===== config.mk =====
export PLATFORM = sky130hd
export DESIGN_NAME = isc_ram
export DESIGN_NICKNAME = d
export VERILOG_FILES = /design/src/rtl/isc_ram.sv
export SDC_FILE = /design/constraint.sdc
export NUM_CORES = 1
export LEC_CHECK = 0
export ABC_CLOCK_PERIOD_IN_PS = 5200
export BUFFER_PORTS_ARGS = -buffer_cell sky130_fd_sc_hd__clkbuf_2
export CAP_MARGIN = 10
export CORE_MARGIN = 2
export CORE_UTILIZATION = 30
export CTS_CLUSTER_DIAMETER = 30
export DETAILED_ROUTE_END_ITERATION = 7
export GPL_TIMING_DRIVEN = 0
export PLACE_DENSITY_LB_ADDON = 0.08
export SYNTH_ARGS = -nofsm -noshare
export SYNTH_HDL_FRONTEND = slang
export SYNTH_SLANG_ARGS = --single-unit

===== constraint.sdc =====
create_clock -name clk -period 5.2 [get_ports clk]
set_input_delay 0.26 -clock clk [delete_from_list [all_inputs] [get_ports clk]]
set_output_delay 0.26 -clock clk [all_outputs]
set_load 0.1 [all_outputs]

===== src/rtl/isc_ram.sv =====
// generic single write port memory with registered read
// no dependencies
module isc_ram #(
	parameter int WIDTH = 16,
	parameter int DEPTH = 64
) (
	input  logic                     clk,
	input  logic                     we,
	input  logic [$clog2(DEPTH)-1:0] waddr,
	input  logic [WIDTH-1:0]         wdata,
	input  logic [$clog2(DEPTH)-1:0] raddr,
	output logic [WIDTH-1:0]         rdata
);

	logic [WIDTH-1:0] mem [DEPTH];
	logic [WIDTH-1:0] rdata_q;

	always_ff @(posedge clk) begin
		if (we) begin
			mem[waddr] <= wdata;
		end
		rdata_q <= mem[raddr];
	end

	assign rdata = rdata_q;

endmodule


==> results of run 1 <==
==> kinds of logic (layout without fill, tap and decap cells) <==
kind of cell / Yosys count / count (layout) / synth area share, %
other: 0 / 5 / 0
flip-flops: 1040 / 1040 / 77.6
AO/OA/AOI/OAI: 129 / 129 / 2.41
AND/OR/NAND/NOR: 220 / 220 / 2.65
multiplexers: 336 / 336 / 15.5
buffers and inverters: 104 / 651 / 1.83
==> per-layer routing <==
| layer | up-vias | track usage [%] | wire, um |
|---|---|---|---|
| met2 | 630 | 29.2 | 58900 |
| met5 | - | 0 | 16 |
| li1 | 8513 | - | - |
| met4 | 2 | 6.27 | 3380 |
| met3 | 198 | 4.28 | 7120 |
| met1 | 10827 | 23.9 | 52600 |
==> synthesized netlist by cell type (all sizes together), types with 12 or more instances <==
cell type,number,share of area [%]
nor2,74,0.71
dfxtp,16,0.80
buf,77,1.6
clkbuf,27,0.27
mux2i,85,2.1
nand4,12,0.19
a21oi,17,0.21
a22oi,39,0.73
mux2,27,0.76
nand2,60,0.58
nand3,24,0.30
nor2b,30,0.47
edfxtp,1024,77
a221oi,16,0.35
mux4,224,13
==> worst max-delay path, delay by kind of cell (launching register included) <==
family,cells,cell delay (ns)
compound gates,3,1.05
mux,2,1.08
flops,1,0.36
==> where the power goes <==
group / switching [mW] / internal, mW / leakage, nW
Sequential: 0.0169 / 9.31 / 9.35
Combinational: 0.801 / 0.347 / 3.86
Clock: 4.55 / 9.74 / 3.77
Total: 5.36 / 19.4 / 17.0
==> through the flow <==
step | total power [mW] | util, % | area [um^2]
6_report | 24.8 | 39.1 | 52000
2_1_floorplan | 10.1 | - | 40000
4_1_cts | 25.0 | 39.1 | 52000
5_1_grt | 25.5 | 39.1 | 52000
3_3_place_gp | 10.6 | 31.9 | 42400
3_5_place_dp | 10.6 | 33.2 | 44100
==> repair_timing <==
action,4_1_cts,5_1_grt
hold buffers,6,0
buffers inserted,0,0
hold endpoints to repair,77,0
==> flip-flops by register name, indices dropped and copies added, names as in the netlist <==
name and cells:
rdata 16, mem 1024
==> final cells by class <==
type,count,area (um^2)
clock inverter,149,1670
buffer,104,733
tap,1768,2210
sequential,1040,31100
antenna,5,12.5
multi-input combinational,685,8400
clock buffer,281,6100
timing repair buffer,117,1770
fill,11993,81000
==> worst paths after layout <==
kind,from,to,cells past startpoint
worst min-delay path,wdata[2],mem[15][2],1
worst max register to register,mem[21][1],rdata[1],5
worst max-delay path,mem[21][1],rdata[1],5
worst min register to register,mem[33][12],rdata[12],4
==> flow_summary_export.csv, run 1 <==
group,metric,value,unit
run_status,status,"finished, final reports clean",
hold_path,min_path_type,"in2reg",
critical_path,crit_path_start_kind,"flop",
power,powerDensity,476,nW/um^2
yosys,async_reset_ff_share,0,%
clocking,htreeDepth,4,
cells_and_area,area_growth,29.8,%
timing,rsz0062_at_grt,"false",
yosys,yosysUniqueCellTypes,43,
floorplan,initial_core_util,30.1,%
detailed_routing,vias_per_cell,4.86,
timing,period_share,51.4,%
timing,hold_viol_final,0,
detailed_routing,dr_total_vias,20170,
cells_and_area,final_cells,4149,
yosys,yosys_register_bits,1040,
global_route,grt_max_degree,65,
floorplan,ios,46,
yosys,synth-edff-count,1024,
critical_path,cp.arrival,3.31,ns
yosys,ys_seq_area_share,77.6,%
yosys,netlist_area,40000,um^2
clocking,post_cts_resize_count,0,
clocking,clockBufferDepth,3,
critical_path,cpPeakStageDelay,0.70,ns
clocking,cts.sinks,1040,
clocking,cts_buffers,227,
timing,layout_setup_ws,2.53,ns
timing,slew_violations,0,
global_route,grt.total_usage,18.1,%
floorplan,core-area,133000,um^2
global_route,overflow,0,
critical_path,cp_max_fo,1,
critical_path,crit_required,5.83,ns
clocking,clock_latency,0.80,ns
yosys,syn_avg_cell_area,21.9,um^2
timing,fin_skew,0.0184,ns
yosys,yosys_warnings,0,
power,ir_worst_vdd,0.315,mV
yosys,synthCells,1829,
detailed_routing,ant_nets,0,
placement,gp_congestion,0.788,
placement,preCtsSetupSlack,1.69,ns
yosys,syn_nets,1859,
detailed_routing,drc_errors,0,
detailed_routing,first_iter_violations,1842,
global_route,grt_pass1_vias,21217,
critical_path,critPathSlowestCell,"a31oi_1",
timing,period_needed,2.67,ns
global_route,antenna_found_initial,9,
global_route,grt_pass1_wl,168000,um
critical_path,crit_type,"reg2reg",
detailed_routing,wirelength,122000,um
critical_path,endpoint_kind,"flop",
floorplan,dieArea,136000,um^2
clocking,path_clk_slew,0.05,ns
timing,finalSetupViolations,0,
clocking,cts_tree,"done",
critical_path,reg2reg_slack,2.53,ns
clocking,clock-root-buffer,"clkbuf_16",
detailed_routing,firstDrtPassIters,6,
cells_and_area,final_common_cell,"edfxtp_1",
timing,whs,0.145,ns
floorplan,rows,134,
floorplan,die_width,369,um
cells_and_area,layout-drive-gt1-share,36.5,%
timing,max_freq,0.374,GHz
timing,slew_headroom,21.1,%
cells_and_area,layout_common_cells,"edfxtp_1 (1024), clkbuf_16 (234), mux4_2 (220)",
placement,io_buffers,38,
timing,tightestPinTransition,1.18,ns
critical_path,crit_chain,"mux4_2, mux2i_1, a22oi_1, a31oi_1, a311oi_1",
power,p_leak,17.0,nW
floorplan,die_y,369,um
detailed_routing,wl_per_cell,29.4,um
cells_and_area,final_nets,2205,
timing,fin_setup_tns,0,ns
placement,dp_hpwl,81000,um
flow_run,max_cap_violations,0,
yosys,synth_flop_cell,"edfxtp_1",
placement,placedCellCount,3708,
Power figures use the tool's default switching activity.
==> run 2: changes to the inputs <==
- ABC_CLOCK_PERIOD_IN_PS: 5200 -> 2600
- clock period: 5.2 -> 2.6 ns (I/O delays scaled with it)
==> run 2 against run 1 <==
Compared with the run above: via count grew 0.37%; sequential power up 100%; global-route usage about the same; routed wire length about the same; flip-flop and latch count did not move; combinational power increased by 100%; critical path type unchanged; critical endpoint is now rdata[11].
==> flow_summary_export.csv, run 2 (same netlist as run 1, synthesis figures left out) <==
group,metric,value,unit
cells_and_area,final_nets,2206,
detailed_routing,vias_per_cell,4.88,
detailed_routing,dr_total_vias,20245,
timing,layout_setup_ws,0.00358,ns
global_route,antenna_found_initial,9,
critical_path,crit_chain,"mux4_2, mux2i_1, nand3_1, a31oi_1, a311oi_1",
clocking,path_clk_slew,0.05,ns
global_route,overflow,0,
global_route,grt_pass1_vias,21208,
floorplan,initial_core_util,30.1,%
timing,period_needed,2.60,ns
clocking,cts_tree,"done",
critical_path,cp.arrival,3.22,ns
clocking,clock_latency,0.80,ns
cells_and_area,largest_register,"mem",
clocking,cts_buffers,227,
global_route,grt_max_degree,65,
detailed_routing,wl_per_cell,29.4,um
run_status,status,"finished, final reports clean",
cells_and_area,area_growth,29.9,%
clocking,htreeDepth,4,
timing,period_share,99.9,%
cells_and_area,final_area,52000,um^2
cells_and_area,layout-drive-gt1-share,36.6,%
floorplan,rows,134,
power,power,49.5,mW
global_route,grt.total_usage,18.1,%
critical_path,cpPeakStageDelay,0.78,ns
placement,placed_cell_area,44100,um^2
timing,finalSetupViolations,0,
placement,io_buffers,38,
critical_path,crit_required,3.23,ns
detailed_routing,firstDrtPassIters,5,
cells_and_area,final_common_cell,"edfxtp_1",
global_route,grt_pass1_wl,168000,um
floorplan,die_width,369,um
critical_path,crit_cells,5,
hold_path,min_path_type,"in2reg",
critical_path,crit_family,"multiplexers",
detailed_routing,ant_nets,0,
timing,max_freq,0.385,GHz
critical_path,crit_type,"reg2reg",
timing,fin_skew,0.0180,ns
timing,slew_headroom,25.4,%
timing,tightestPinTransition,1.12,ns
timing,slew_violations,0,
critical_path,cp_max_fo,1,
floorplan,core-area,133000,um^2
clocking,clockBufferDepth,3,
critical_path,rr_worst_depth,5,
power,powerDensity,952,nW/um^2
power,p_leak,17.0,nW
floorplan,ios,46,
floorplan,dieArea,136000,um^2
clocking,clock-root-buffer,"clkbuf_16",
timing,rsz0062_at_grt,"false",
cells_and_area,largest_register_ffs,1024,
critical_path,critPathSlowestCell,"a31oi_1",
cells_and_area,layout_common_cells,"edfxtp_1 (1024), clkbuf_16 (234), mux4_2 (220)",
critical_path,endpoint_kind,"flop",
critical_path,crit_path_start_kind,"flop",
power,ir_worst_vdd,0.628,mV
detailed_routing,first_iter_violations,1858,
clocking,cts.sinks,1040,
floorplan,die_y,369,um
placement,dp_hpwl,81000,um
critical_path,critPathBufInv,0,
timing,hold_viol_final,0,
detailed_routing,drc_errors,0,
flow_run,max_cap_violations,0,
clocking,postCtsSetupBuffers,0,
hold_path,holdPathStages,1,
placement,gp_congestion,0.788,
detailed_routing,wirelength,122000,um
placement,preCtsSetupSlack,-0.777,ns
-- run 2: cell types whose count changed in the layout (fill, tap and decap cells not counted) --
cell,delta
a31oi_1,-3
a31oi_2,+3
diode_2,+1
dlygate4sd3_1,+1
-- run 2: what timing repair did --
item / CTS / global route
gates resized for setup: 1 / 2
pin swaps: 0 / 0
cloned: 0 / 0
hold buffers: 7 / 0
endpoints found under the setup margin: 1 / 2
endpoints found under the hold margin: 321 / 0
-- run 2: per-stage QoR --
stage               utilization (%)  hold WS [ns]  instances  setup TNS [ns]
floorplan                         -         0.229       1829               0
global placement               31.9         0.763       3635         -789.06
detailed placement             33.2         0.412       3708          -83.78
CTS                            39.1        0.0300       4145               0
global route                   39.1        0.0771       4145               0
finish                         39.1         0.102       4151               0
-- run 2: metal layers --
layer  routed length (um)  vias to the layer above  share of wire, %  GRT usage [%]
li1                     -                     8520                 -              -
met1                52000                    10855                43           23.9
met2                59100                      661                48           29.2
met3                 7740                      207               6.3           4.28
met4                 3270                        2               2.7           6.27
met5                   16                        -             0.013              0
-- run 2: final timing paths --
kind                    start  slack (ns)         end
setup / recovery  mem[29][11]       0.004   rdata[11]
hold / removal       wdata[7]        0.10  mem[39][7]
setup reg to reg  mem[29][11]       0.004   rdata[11]
hold reg to reg   mem[36][12]        0.91   rdata[12]
-- run 2: worst reg2reg max path, cell delays in order (launching register included) --
cell      delay, ns
edfxtp_1       0.37
mux4_2         0.48
mux2i_1        0.49
nand3_1        0.19
a31oi_1        0.78
a311oi_1       0.12
-- run 2: final cells by class --
type | count | area [um^2]
Tap cell | 1768 | 2210
Buffer | 104 | 733
Multi-Input combinational cell | 685 | 8420
Antenna cell | 6 | 15.0
Clock inverter | 149 | 1670
Timing Repair Buffer | 118 | 1780
Fill cell | 11999 | 81000
Sequential cell | 1040 | 31100
Clock buffer | 281 | 6100
-- run 2: report_power, final --
part | internal [mW] | leakage, nW | switching, mW
Combinational | 0.697 | 3.86 | 1.61
Clock | 19.5 | 3.77 | 9.10
Sequential | 18.6 | 9.35 | 0.0337
==> run 3: changes to the inputs <==
- CORE_UTILIZATION: 30 -> 40
==> run 3 against run 2 <==
Compared with the run above: global-route usage is 4.3 points higher; worst hold slack worse by 0.057 ns; first-iteration DRC count is 17% higher; non-clock buffer count is 9 lower; via count is 0.24% higher; highest routed layer unchanged; total power is 3.2% lower; maximum frequency is 0.16% higher.
==> flow_summary_export.csv, run 3 (same netlist as run 1, synthesis figures left out) <==
group,metric,value,unit
floorplan,die_y,320,um
critical_path,cp_max_fo,1,
clocking,path_clk_slew,0.05,ns
power,p_leak,16.6,nW
cells_and_area,final_nets,2179,
cells_and_area,largest_register_ffs,1024,
critical_path,endpoint_kind,"flop",
floorplan,die_width,320,um
clocking,clockBufferDepth,3,
detailed_routing,first_iter_violations,2177,
power,ir_worst_vdd,0.638,mV
timing,fin_skew,0.0227,ns
global_route,use_met1,30.2,%
critical_path,cpPeakStageDelay,0.70,ns
timing,slew_violations,0,
timing,tightestPinTransition,1.07,ns
detailed_routing,drc_errors,0,
critical_path,critPathBufInv,0,
placement,placedCellCount,3231,
global_route,met2_usage,36.7,%
floorplan,dieArea,103000,um^2
cells_and_area,fill_cells,7947,
cells_and_area,final_common_cell,"edfxtp_1",
global_route,grt_util_met3,3.98,%
clocking,cts_buffers,209,
global_route,grt.total_usage,22.4,%
timing,hold_viol_final,0,
floorplan,initial_core_util,40.2,%
cells_and_area,final_cells,3633,
global_route,overflow,0,
cells_and_area,fin_util,50.7,%
timing,finalSetupViolations,0,
cells_and_area,layout_common_cells,"edfxtp_1 (1024), mux4_2 (220), clkbuf_16 (210)",
cells_and_area,final_area,50500,um^2
clocking,cts_tree,"done",
detailed_routing,wl_per_cell,31.2,um
detailed_routing,dr_total_vias,20294,
power,powerDensity,949,nW/um^2
critical_path,crit_required,3.21,ns
clocking,postCtsSetupBuffers,0,
critical_path,crit_chain,"mux4_2, mux2i_1, a22oi_1, a31oi_1, a311oi_1",
flow_run,max_cap_violations,0,
floorplan,core-area,99700,um^2
critical_path,crit_family,"multiplexers",
timing,max_freq,0.386,GHz
cells_and_area,largest_register,"mem",
critical_path,crit_type,"reg2reg",
critical_path,crit_path_start_kind,"flop",
placement,dp_hpwl,74000,um
global_route,antenna_found_initial,8,
clocking,clock-root-buffer,"clkbuf_16",
detailed_routing,vias_per_cell,5.59,
detailed_routing,wirelength,113000,um
critical_path,critPathSlowestCell,"a31oi_1",
floorplan,ios,46,
placement,gp_congestion,0.825,
timing,period_share,99.7,%
placement,preCtsSetupSlack,-0.614,ns
timing,rsz0062_at_grt,"false",
hold_path,min_path_type,"in2reg",
power,power,48.0,mW
detailed_routing,ant_nets,0,
timing,period_needed,2.59,ns
global_route,grt_pass1_vias,21269,
global_route,grt_max_degree,65,
timing,fin_setup_tns,0,ns
floorplan,rows,116,
placement,io_buffers,38,
critical_path,cp.arrival,3.20,ns
detailed_routing,firstDrtPassIters,5,
placement,placed_cell_area,43200,um^2
clocking,clock_latency,0.78,ns
timing,layout_setup_ws,0.00776,ns
timing,whs,0.0448,ns
cells_and_area,area_growth,26.2,%
timing,slew_headroom,28.4,%
clocking,htreeDepth,4,
run_status,status,"finished, final reports clean",
global_route,grt_pass1_wl,159000,um
clocking,cts.sinks,1040,
global_route,busiest_layer,"met2",
cells_and_area,layout-drive-gt1-share,36.0,%
==> run 3: tightest hold or removal path: stages <==
cell and delay, ns:
clkbuf_1 0.19, nand2b_1 0.18, nor2_2 0.12
==> run 3: where the power goes <==
part           total [mW]  leakage (nW)  switching, mW  internal (mW)
Sequential           18.7          9.35         0.0324           18.6
Clock                27.1          3.50           8.87           18.2
Combinational        2.21          3.71           1.55          0.664
==> run 3: area by class of cell <==
| class | count | area [um^2] | area share (%) |
|---|---|---|---|
| flip-flops and latches | 1040 | 31100 | 61.5 |
| multi-input cells | 685 | 8410 | 16.6 |
| clock buffers | 233 | 5340 | 10.6 |
| clock inverters | 162 | 1950 | 3.85 |
| well taps | 1298 | 1620 | 3.21 |
| repair buffers | 109 | 1400 | 2.78 |
| plain buffers | 104 | 733 | 1.45 |
| diodes | 2 | 5.00 | 0.00990 |
==> run 3: worst paths after layout <==
kind	start	end	slack, ns	cells after the start
worst min register to register	mem[36][4]	rdata[4]	0.96	3
worst max register to register	mem[23][15]	rdata[15]	0.008	5
worst max-delay path	mem[23][15]	rdata[15]	0.008	5
worst min-delay path	waddr[2]	mem[52][7]	0.04	3
==> run 3: per-layer routing <==
layer,vias to the layer above,share of wire (%)
met5,-,0.0071
met4,2,2.6
li1,8457,-
met1,10950,42
met3,159,5.8
met2,726,50
==> run 3: repair_timing <==
item,CTS,global route
endpoints found under the setup margin,0,1
hold endpoints to repair,27,0
resized for setup,0,1
hold buffers,5,0
